**config.mk**
```make
export PLATFORM = sky130hd
export DESIGN_NAME = matrix_keypad_press_fifo_top
export DESIGN_NICKNAME = d
export VERILOG_FILES = /design/src/kpf_pkg.sv /design/src/kpf_ram.sv /design/src/kpf_front.sv /design/src/kpf_back.sv /design/src/matrix_keypad_press_fifo_top.sv
export SDC_FILE = /design/constraint.sdc
export NUM_CORES = 1
export LEC_CHECK = 0
export ABC_AREA = 1
export BUFFER_PORTS_ARGS = -buffer_cell sky130_fd_sc_hd__buf_2
export CAP_MARGIN = 40
export CORE_MARGIN = 4
export CORE_UTILIZATION = 45
export DETAILED_ROUTE_END_ITERATION = 8
export PLACE_DENSITY = 0.64
export SETUP_SLACK_MARGIN = 0.4
export SLEW_MARGIN = 20
export SYNTH_ARGS = -nofsm -noshare
export SYNTH_HDL_FRONTEND = slang
export SYNTH_SLANG_ARGS = --single-unit
```
**constraint.sdc**
```tcl
create_clock -name clk_i -period 7.9 [get_ports clk_i]
set_clock_uncertainty 0.05 [all_clocks]
set_input_delay 1.185 -clock clk_i [delete_from_list [all_inputs] [get_ports clk_i]]
set_output_delay 1.185 -clock clk_i [all_outputs]
set_load 0.01 [all_outputs]
```
**src/kpf_pkg.sv**
```systemverilog
// Shared types and constants of the keypad press queue.
package kpf_pkg;

  // Keypad geometry and field widths.
  localparam int unsigned ROW_COUNT = 4;
  localparam int unsigned COL_COUNT = 5;
  localparam int unsigned KEY_COUNT = ROW_COUNT * COL_COUNT;
  localparam int unsigned SAMPLE_W  = KEY_COUNT;
  localparam int unsigned CODE_W    = 5;
  localparam int unsigned COUNT_W   = 5;
  localparam int unsigned ROW_W     = 2;
  localparam int unsigned COL_W     = 3;
  localparam int unsigned KEY_W     = 5;

  // Kind of work a request asks for.
  typedef enum logic {
    OP_SCAN = 1'b0,
    OP_READ = 1'b1
  } kpf_op_e;

  // Request word as it arrives on the input channel.
  typedef struct packed {
    logic                req_type;
    logic [SAMPLE_W-1:0] scan_columns;
  } kpf_in_t;

  // Result word as it leaves on the output channel.
  typedef struct packed {
    logic [CODE_W-1:0]  key_code;
    logic               new_press;
    logic [COUNT_W-1:0] buffer_count;
  } kpf_out_t;

  // Classified command passed from the front end to the back end.
  typedef struct packed {
    kpf_op_e             op;
    logic [SAMPLE_W-1:0] sample;
  } kpf_cmd_t;

endpackage

```
**src/kpf_ram.sv**
```systemverilog
// Generic single-write, single-read RAM with a registered read port.
module kpf_ram #(
  parameter int unsigned WIDTH = 5,
  parameter int unsigned DEPTH = 16
) (
  input  logic                     clk_i,
  input  logic                     we_i,
  input  logic [$clog2(DEPTH)-1:0] waddr_i,
  input  logic [WIDTH-1:0]         wdata_i,
  input  logic                     re_i,
  input  logic [$clog2(DEPTH)-1:0] raddr_i,
  output logic [WIDTH-1:0]         rdata_o
);

  logic [WIDTH-1:0] mem_q [DEPTH];
  logic [WIDTH-1:0] rdata_q;

  // Write port.
  always_ff @(posedge clk_i) begin
    if (we_i) begin
      mem_q[waddr_i] <= wdata_i;
    end
  end

  // Registered read port.
  always_ff @(posedge clk_i) begin
    if (re_i) begin
      rdata_q <= mem_q[raddr_i];
    end
  end

  assign rdata_o = rdata_q;

endmodule

```
**src/kpf_front.sv**
```systemverilog
// Front end: takes request words, classifies them and queues them for the back end.
module kpf_front (
  input  logic             clk_i,
  input  logic             rst_ni,
  input  logic             in_valid_i,
  output logic             in_stall_o,
  input  kpf_pkg::kpf_in_t in_word_i,
  output logic             cmd_valid_o,
  input  logic             cmd_take_i,
  output kpf_pkg::kpf_cmd_t cmd_o
);
  import kpf_pkg::*;

  // Two-entry queue of words waiting for the back end.
  localparam int unsigned QUEUE_DEPTH = 2;

  kpf_cmd_t   queue_q [QUEUE_DEPTH];
  kpf_cmd_t   cmd_new;
  logic       wr_ptr_q, wr_ptr_d;
  logic       rd_ptr_q, rd_ptr_d;
  logic [1:0] fill_q, fill_d;
  logic       in_take;

  // Classify the incoming word.
  always_comb begin
    cmd_new.op     = in_word_i.req_type ? OP_READ : OP_SCAN;
    cmd_new.sample = in_word_i.scan_columns;
  end

  assign in_stall_o  = (fill_q == 2'(QUEUE_DEPTH));
  assign in_take     = in_valid_i && !in_stall_o;
  assign cmd_valid_o = (fill_q != 2'd0);
  assign cmd_o       = queue_q[rd_ptr_q];

  // Pointer and fill bookkeeping.
  always_comb begin
    wr_ptr_d = wr_ptr_q;
    rd_ptr_d = rd_ptr_q;
    fill_d   = fill_q;
    if (in_take) begin
      wr_ptr_d = ~wr_ptr_q;
    end
    if (cmd_take_i) begin
      rd_ptr_d = ~rd_ptr_q;
    end
    if (in_take && !cmd_take_i) begin
      fill_d = fill_q + 2'd1;
    end else if (!in_take && cmd_take_i) begin
      fill_d = fill_q - 2'd1;
    end
  end

  always_ff @(posedge clk_i or negedge rst_ni) begin
    if (!rst_ni) begin
      wr_ptr_q <= 1'b0;
      rd_ptr_q <= 1'b0;
      fill_q   <= 2'd0;
    end else begin
      wr_ptr_q <= wr_ptr_d;
      rd_ptr_q <= rd_ptr_d;
      fill_q   <= fill_d;
    end
  end

  // Queue storage.
  always_ff @(posedge clk_i) begin
    if (in_take) begin
      queue_q[wr_ptr_q] <= cmd_new;
    end
  end

endmodule

```
**src/kpf_back.sv**
```systemverilog
// Back end: walks the keys of a scan, keeps the press FIFO and forms result words.
module kpf_back #(
  parameter int unsigned FIFO_DEPTH = 16
) (
  input  logic              clk_i,
  input  logic              rst_ni,
  input  logic              cmd_valid_i,
  output logic              cmd_take_o,
  input  kpf_pkg::kpf_cmd_t cmd_i,
  output logic              out_valid_o,
  input  logic              out_stall_i,
  output kpf_pkg::kpf_out_t out_word_o
);
  import kpf_pkg::*;

  localparam int unsigned PTR_W = $clog2(FIFO_DEPTH);
  localparam int unsigned CNT_W = $clog2(FIFO_DEPTH + 1);
  localparam int unsigned SUM_W = CNT_W + 1;

  typedef enum logic [3:0] {
    ST_IDLE   = 4'b0001,
    ST_SCAN   = 4'b0010,
    ST_READ   = 4'b0100,
    ST_FINISH = 4'b1000
  } state_e;

  state_e              state_q, state_d;
  logic [SAMPLE_W-1:0] sample_q, sample_d;
  logic [KEY_COUNT-1:0] prev_q, prev_d;
  logic [ROW_W-1:0]    row_q, row_d;
  logic [COL_W-1:0]    col_q, col_d;
  logic [PTR_W-1:0]    rd_ptr_q, rd_ptr_d;
  logic [CNT_W-1:0]    count_q, count_d;
  logic [CODE_W-1:0]   code_q, code_d;
  logic                press_q, press_d;
  logic                out_valid_q, out_valid_d;
  kpf_out_t            out_word_q, out_word_d;

  logic [KEY_W-1:0]    key_idx;
  logic [KEY_W-1:0]    bit_idx;
  logic                level;
  logic                push;
  logic                full;
  logic [SUM_W-1:0]    slot_sum;
  logic [PTR_W-1:0]    wr_addr;
  logic [PTR_W-1:0]    rd_ptr_inc;
  logic                ram_re;
  logic [CODE_W-1:0]   ram_rdata;
  logic                out_free;

  // Key index is col*4+row; its sample bit is row*5+col.
  assign key_idx = {col_q, row_q};
  assign bit_idx = KEY_W'(row_q) * KEY_W'(COL_COUNT) + KEY_W'(col_q);
  assign level   = sample_q[bit_idx];
  assign push    = (state_q == ST_SCAN) && !level && prev_q[key_idx];
  assign full    = (count_q == CNT_W'(FIFO_DEPTH));

  // Slot after the newest entry; when full, the oldest slot is overwritten.
  always_comb begin
    slot_sum = SUM_W'(rd_ptr_q) + SUM_W'(count_q);
    if (slot_sum >= SUM_W'(FIFO_DEPTH)) begin
      slot_sum = slot_sum - SUM_W'(FIFO_DEPTH);
    end
    wr_addr = full ? rd_ptr_q : PTR_W'(slot_sum);
  end

  assign rd_ptr_inc = (rd_ptr_q == PTR_W'(FIFO_DEPTH - 1)) ? '0 : rd_ptr_q + PTR_W'(1);
  assign out_free   = !out_valid_q || !out_stall_i;
  assign cmd_take_o = (state_q == ST_IDLE) && cmd_valid_i;
  assign ram_re     = cmd_take_o && (cmd_i.op == OP_READ) && (count_q != '0);

  // Sequencer for scans and reads.
  always_comb begin
    state_d     = state_q;
    sample_d    = sample_q;
    prev_d      = prev_q;
    row_d       = row_q;
    col_d       = col_q;
    rd_ptr_d    = rd_ptr_q;
    count_d     = count_q;
    code_d      = code_q;
    press_d     = press_q;
    out_valid_d = out_valid_q;
    out_word_d  = out_word_q;

    if (out_valid_q && !out_stall_i) begin
      out_valid_d = 1'b0;
    end

    case (state_q)
      ST_IDLE: begin
        if (cmd_valid_i) begin
          code_d  = '0;
          press_d = 1'b0;
          if (cmd_i.op == OP_SCAN) begin
            sample_d = cmd_i.sample;
            row_d    = '0;
            col_d    = '0;
            state_d  = ST_SCAN;
          end else if (count_q != '0) begin
            rd_ptr_d = rd_ptr_inc;
            count_d  = count_q - CNT_W'(1);
            state_d  = ST_READ;
          end else begin
            state_d  = ST_FINISH;
          end
        end
      end
      ST_SCAN: begin
        prev_d[key_idx] = level;
        if (push) begin
          press_d = 1'b1;
          if (full) begin
            rd_ptr_d = rd_ptr_inc;
          end else begin
            count_d = count_q + CNT_W'(1);
          end
        end
        if (col_q == COL_W'(COL_COUNT - 1)) begin
          col_d = '0;
          if (row_q == ROW_W'(ROW_COUNT - 1)) begin
            state_d = ST_FINISH;
          end else begin
            row_d = row_q + ROW_W'(1);
          end
        end else begin
          col_d = col_q + COL_W'(1);
        end
      end
      ST_READ: begin
        code_d  = ram_rdata;
        state_d = ST_FINISH;
      end
      ST_FINISH: begin
        if (out_free) begin
          out_word_d.key_code     = code_q;
          out_word_d.new_press    = press_q;
          out_word_d.buffer_count = COUNT_W'(count_q);
          out_valid_d             = 1'b1;
          state_d                 = ST_IDLE;
        end
      end
      default: begin
        state_d = ST_IDLE;
      end
    endcase
  end

  always_ff @(posedge clk_i or negedge rst_ni) begin
    if (!rst_ni) begin
      state_q     <= ST_IDLE;
      prev_q      <= '0;
      rd_ptr_q    <= '0;
      count_q     <= '0;
      out_valid_q <= 1'b0;
    end else begin
      state_q     <= state_d;
      prev_q      <= prev_d;
      rd_ptr_q    <= rd_ptr_d;
      count_q     <= count_d;
      out_valid_q <= out_valid_d;
    end
  end

  // Working payload registers.
  always_ff @(posedge clk_i) begin
    sample_q   <= sample_d;
    row_q      <= row_d;
    col_q      <= col_d;
    code_q     <= code_d;
    press_q    <= press_d;
    out_word_q <= out_word_d;
  end

  // Press FIFO storage.
  kpf_ram #(
    .WIDTH(CODE_W),
    .DEPTH(FIFO_DEPTH)
  ) u_store (
    .clk_i  (clk_i),
    .we_i   (push),
    .waddr_i(wr_addr),
    .wdata_i(CODE_W'(key_idx) + CODE_W'(1)),
    .re_i   (ram_re),
    .raddr_i(rd_ptr_q),
    .rdata_o(ram_rdata)
  );

  assign out_valid_o = out_valid_q;
  assign out_word_o  = out_word_q;

endmodule

```
**src/matrix_keypad_press_fifo_top.sv**
```systemverilog
// Top level of the keypad press scanner and its key FIFO.
// A scan word carries the active-low samples of a 4-row by 5-column keypad; every key that
// reads low now and read high on the previous scan is a new press, and its code (key index
// plus one, index col*4+row) goes into a FIFO of FIFO_DEPTH entries that drops its oldest
// entry when full. A read word pops the oldest code, or returns 0 when the FIFO is empty.
// Every word gives exactly one result word. Words wait in a two-entry input queue, so the
// input side keeps accepting while a result waits to be taken. In the back end a scan steps
// through entry, a step for each of the twenty keys and the result step; a read steps
// through entry, the registered read of the FIFO RAM and the result step when a code is
// held, and skips the read step when the FIFO is empty. The result step waits for as long
// as an earlier result word is still stalled. The first scan after reset never reports a
// press, since every key starts out as held.
module matrix_keypad_press_fifo_top #(
  parameter int unsigned FIFO_DEPTH = 16
) (
  input  logic              clk_i,
  input  logic              rst_ni,
  input  logic              in_valid_i,
  output logic              in_stall_o,
  input  kpf_pkg::kpf_in_t  in_word_i,
  output logic              out_valid_o,
  input  logic              out_stall_i,
  output kpf_pkg::kpf_out_t out_word_o
);
  import kpf_pkg::*;

  kpf_cmd_t cmd;
  logic     cmd_valid;
  logic     cmd_take;

  // Front end: input queue and classification.
  kpf_front u_front (
    .clk_i      (clk_i),
    .rst_ni     (rst_ni),
    .in_valid_i (in_valid_i),
    .in_stall_o (in_stall_o),
    .in_word_i  (in_word_i),
    .cmd_valid_o(cmd_valid),
    .cmd_take_i (cmd_take),
    .cmd_o      (cmd)
  );

  // Back end: key walk, FIFO and result register.
  kpf_back #(
    .FIFO_DEPTH(FIFO_DEPTH)
  ) u_back (
    .clk_i      (clk_i),
    .rst_ni     (rst_ni),
    .cmd_valid_i(cmd_valid),
    .cmd_take_o (cmd_take),
    .cmd_i      (cmd),
    .out_valid_o(out_valid_o),
    .out_stall_i(out_stall_i),
    .out_word_o (out_word_o)
  );

endmodule

```
# After elaboration in Yosys (flattened, before gate mapping)
# Memories as Yosys holds them, arrays and structs flattened. A register that Yosys moved wholly into a read port is not among the register bits.
# Index checks and enable logic that the tools add are counted.
# totals
register_bits	80
latchBits	0
mem_bits_rw	122
romBits	0
word_cells	141
n_memories	2
# memory_table
name	depth	width	read_ports	rd_clocked_by_memory_dff	wr	line_no	rtl
u_back.u_store.mem_q	16	5	1	1	1	kpf_ram.sv:15	logic [WIDTH-1:0] mem_q [DEPTH];
u_front.queue_q	2	21	1	0	1	kpf_front.sv:17	kpf_cmd_t queue_q [QUEUE_DEPTH];
# classes
addsub	11
multipliers	1
div_mod_pow	0
n_lt_le_gt_ge	4
eq_ne	20
shifts	0
mux	53
bitwise_logic	3
n_reduce_logical	31
# ops
op	count
$mux 4	14
$mux 5	6
$bwmux 20	1
$pmux 5 s2	2
$pmux 4 s4	1
$mux 1	13
$lt 5x6->1 const B	2
$mux 2	6
$ne 2x2->1 const B	6
$reduce_and 6->1	2
$add 5x1->5 const B	2
$bmux 1 s5	2
$logic_and 1x1->1	10
$ne 2x1->1 const B	5
$mux 3	3
$reduce_and 3->1	3
$eq 4x4->1 const B	2
$pmux 4 s2	1
$reduce_bool 2->1	4
$add 4x5->6	1
$ge 6x5->1 const B	1
$logic_not 1->1	6
$pmux 3 s2	1
$add 5x3->5	1
other kinds (23)	28

# Depth between registers and ports, before layout
# depth
word_depth	9
ltp_mapped	14

# Cells and area by module
# Synthesis repeated with hierarchy kept, for this count alone.
# unflattened
cells_unflattened	881
hier_area_um2	9456.6
# by_module_without_submodules
module	instances	cells_per_inst	area_each_um2	seq_area_each_um2
kpf_back	1	432	3987.6	2113.3
kpf_ram	1	355	3731.1	2552.4
kpf_front	1	94	1737.9	1361.3

# Worst setup path after synthesis
# OpenSTA, ideal clock, no wires.
# synth_timing
path_kind	register -> register
startpoint	register u_back.row_q[1]
endpoint	memory u_back.u_store.mem_q[5][0] (enable)
setup_ns	0.340
t_arrival_ns	2.485
setup_slack_ns	5.026
stages_incl_launch_ff	11
path_buffers	0
path_cell_list	edfxtp_1 -> ha_1 -> ha_1 -> fa_1 -> inv_1 -> nand3_1 -> nand3b_1 -> nand2_1 -> a21boi_4 -> nand4_1 -> nor2_1
# synth_via
elab_chain_len	9
# synth_rtl
item	line_no	rtl
start: declaration	kpf_back.sv:30	logic [ROW_W-1:0] row_q, row_d;
start signal: assignment	kpf_back.sv:168	row_q <= row_d;
$mul 2x3->5	kpf_back.sv:53	assign bit_idx = KEY_W'(row_q) * KEY_W'(COL_COUNT) + KEY_W'(col_q);
$add 5x3->5	kpf_back.sv:53	
$bmux 1 s5	kpf_back.sv:54	assign level = sample_q[bit_idx];
$mux 1 (implied by the code)	kpf_back.sv:54	
$logic_not 1->1	kpf_back.sv:55	assign push = (state_q == ST_SCAN) && !level && prev_q[key_idx];
$logic_and 1x1->1	kpf_back.sv:55	
$logic_and 1x1->1 *	kpf_back.sv:55	
$mux 1 *	kpf_ram.sv:20	if (we_i) begin
$mux 1 (implied by the code) *	kpf_ram.sv:21	mem_q[waddr_i] <= wdata_i;
end: declaration	kpf_ram.sv:15	
# Every way passes the cells marked *; elsewhere a longest branch is shown, timed or not. The select of a mux whose other input is x is not followed.

# Worst setup path after layout
# layout_timing
startpoint	register u_back.row_q[1]
endpoint	memory u_back.u_store.mem_q[5][4] (enable)
# The elaborated chain is that of the path after synthesis.

==> impl_metrics.ini <==
[critical_path]
crit_type = flip-flop to flip-flop
worstSetupStartpointType = flip-flop
cpMaxStageDelayCell = edfxtp_1
required_ns = 8.00
cpMostUsedCell = ha_1
crit_arrival_ns = 3.99
critPathMaxStageDelay_ns = 0.57
crit_chain = ha_1 -> ha_1 -> fa_1 -> inv_1 -> nand3_1 -> nand3b_1 -> nand2_1 -> a21boi_4 -> nand4_1 -> nor2_1
end_kind = flip-flop
crit_family = simple AND/OR/NAND/NOR gates
crit_buf_inv = 1
path_max_fanout = 24

[grt]
antenna_found_initial = 0
grt_max_degree = 46
grt.total_usage_pct = 16.05
grt_pass1_vias = 5682
grt_pass1_wl_um = 28300
gr-total-overflow = 0

[route]
wire_per_inst_um = 15.28
drc = 0
viasPerCell = 5.048
final_antenna_net_count = 0
drt_wl_total_um = 17430
drtIter0Drc = 353
dr.pass1.iters = 4
num_vias = 5760

[timing]
max_freq_mhz = 257.3
rsz0062_at_grt = no
max-slew-margin-rel_pct = 46.04
hold_violations = 0
fin_crit_ns = 3.886
maxSlewViolCount = 0
fin_crit_sh_pct = 49.19
setup_viol = 0
fin_tns_setup_ns = 0
tightest_slew_ns = 0.8094

[floorplanning]
core_area_um2 = 19530
die_h_um = 149.2
dieArea_um2 = 22260
fp.dieW_um = 149.2
ios = 38
initial_utilization_pct = 45.95
num_rows = 51

[synthesis]
netlist_instances = 816
yosysMostFrequentCell = nand2_1
synth-edff-count = 169
synth_nets = 864
synth-main-ff-cell = edfxtp_1
yosysWarnings = 0
synth.yosys.seq_area_share_pct = 67.17
synth_top_area_share_pct = 56.56
synth_common_cells = 217 x nand2_1, 169 x edfxtp_1, 96 x nor2_1
synth_area_leaders = edfxtp_1 57%, dfrtp_1 10%, nand2_1 9.1%, nor2_1 4.0%, nand3_1 3.6%
ys_types = 38
async_reset_ff_share_pct = 18.36
yosysTopAreaCell = edfxtp_1
syn_area_per_cell_um2 = 11.00
synth.cell_area_um2 = 8972
ys_ff_latch = 207

[clock_tree]
cts_root_buf = clkbuf_16
numCtsBuffers = 22
cts_tree = built
cts_resized = 0
worstSkewPairLatency_ns = 0.51
cts_setup_buffers = 0
path_clk_slew_ns = 0.06
holdBufCountCts = 0
clock_path_buffers = 3
htreeDepth = 1
cts_sinks = 207

[cells_and_area]
final_util_pct = 52.89
nets = 908
stdcell_count = 1141
antennaDiodeCount = 0
syn_to_final_growth_pct = 15.10
drive_gt1_share_pct = 11.19

[placed_design]
port_buffers = 37
dp_cells = 1101
hpwlAfterDp_um = 11800
gp_congestion = 0.8405

[power_and_ir_drop]
ir_drop_mv = 0.2850
power_per_cell_area_nw_per_um2 = 443.8
power_leakage_nw = 4.150

[hold_path]
hold_path_class = flip-flop to flip-flop

[flow_run]
cap_viol_max_count = 0

[run_status]
status = completed
[state kept, by name, indices dropped and copies added (netlist names)]
register	cells
u_front.fill_q	2
u_front.rd_ptr_q	1
u_back.press_q	1
u_back.rd_ptr_q	4
u_back.out_word_o	11
u_back.prev_q	20
u_back.u_store.rdata_o	5
u_back.state_q	4
u_back.out_valid_o	1
u_back.col_q	3
u_front.wr_ptr_q	1
u_back.count_q	5
u_back.u_store.mem_q	80
u_front.queue_q	42
u_back.row_q	2
u_back.sample_q	20
u_back.code_q	5
[power breakdown]
part	total [mW]	switching (mW)	internal (mW)
sequential	1.74	0.167	1.57
combinational	1.66	1.16	0.500
clock	1.18	0.414	0.766
total	4.58	1.75	2.84
[kinds of logic after synthesis]
family	Yosys count	synth area share, %
xor gates and xnor gates	14	1.367
buffers and inverters	91	4.156
and+or+nand+nor	398	18.30
AOI/OAI and AO/OA	83	5.550
DFF	207	67.17
adders and majority gates	23	3.458
[routing by layer]
metal | global-route usage (%) | share of wire [%]
met5 | 0 | 0
met4 | 6.865 | 3.9
met3 | 3.039 | 5.3
met2 | 26.97 | 49
met1 | 20.44 | 42
[worst reg2reg max path: cells and delay by family (launching register included)]
kind                     cells  cell delay, ns
buffers and inverters        1            0.12
adder cells (fa/ha/maj)      3            1.08
AO/OA/AOI/OAI                1            0.56
flip-flops                   1            0.57
AND/OR/NAND/NOR              5            1.17
[path summary, 6_finish.rpt]
check                                               startpoint                                    to  slack [ns]  depth (start not counted)
worst max register to register   u_back.row_q[1]$_SDFFCE_PN0P_  u_back.u_store.mem_q[5][4]$_DFFE_PP_        4.01                         10
worst min-delay path            u_back.code_q[0]$_SDFFCE_PN0P_        u_back.out_word_o[6]$_DFFE_PP_        0.37                          0
min in group asynchronous                               rst_ni          u_back.prev_q[3]$_DFFE_PN0P_        0.56                          1
worst min register to register  u_back.code_q[0]$_SDFFCE_PN0P_        u_back.out_word_o[6]$_DFFE_PP_        0.37                          0
worst max-delay path             u_back.row_q[1]$_SDFFCE_PN0P_  u_back.u_store.mem_q[5][4]$_DFFE_PP_        4.01                         10
max in group asynchronous                               rst_ni         u_back.state_q[0]$_DFFE_PN1P_        6.71                          2
[cell type report]
cell class,count,area [um2]
multi-input combinational,518,2580
fill,1691,9199
sequential,207,6027
clock buffer,29,638.1
timing repair buffer,47,292.8
inverter,64,240.2
clock inverter,11,217.7
tap,265,331.6
[layout by cell type (no fill, tap or decap), types with 3 or more instances in the layout]
cell type and instances:
nand4_1 12, dfrtp_1 37, o2111ai_1 6, o22ai_1 6, fa_1 3, nand2_1 217
edfxtp_1 169, o21ai_0 34, buf_2 37, inv_1 59, xor2_1 10, clkbuf_16 23
xnor2_1 4, nor2_1 95, a21oi_1 24, buf_4 8, bufinv_16 6, inv_2 3
ha_1 20, o221ai_1 4, clkbuf_8 4, nand3_1 64
[through the flow]
stage	power [mW]	setup slack (ns)	cell area, um2	hold WS [ns]
6_report	4.583	4.014	10330	0.3685
5_1_grt	4.915	3.721	10330	0.3795
4_1_cts	4.627	4.035	10330	0.3693
3_5_place_dp	3.433	4.056	9472	0.3580
2_1_floorplan	2.949	5.026	8972	0.3503
3_3_place_gp	3.384	4.142	9412	0.3520
(Power assumes the default switching activity.)
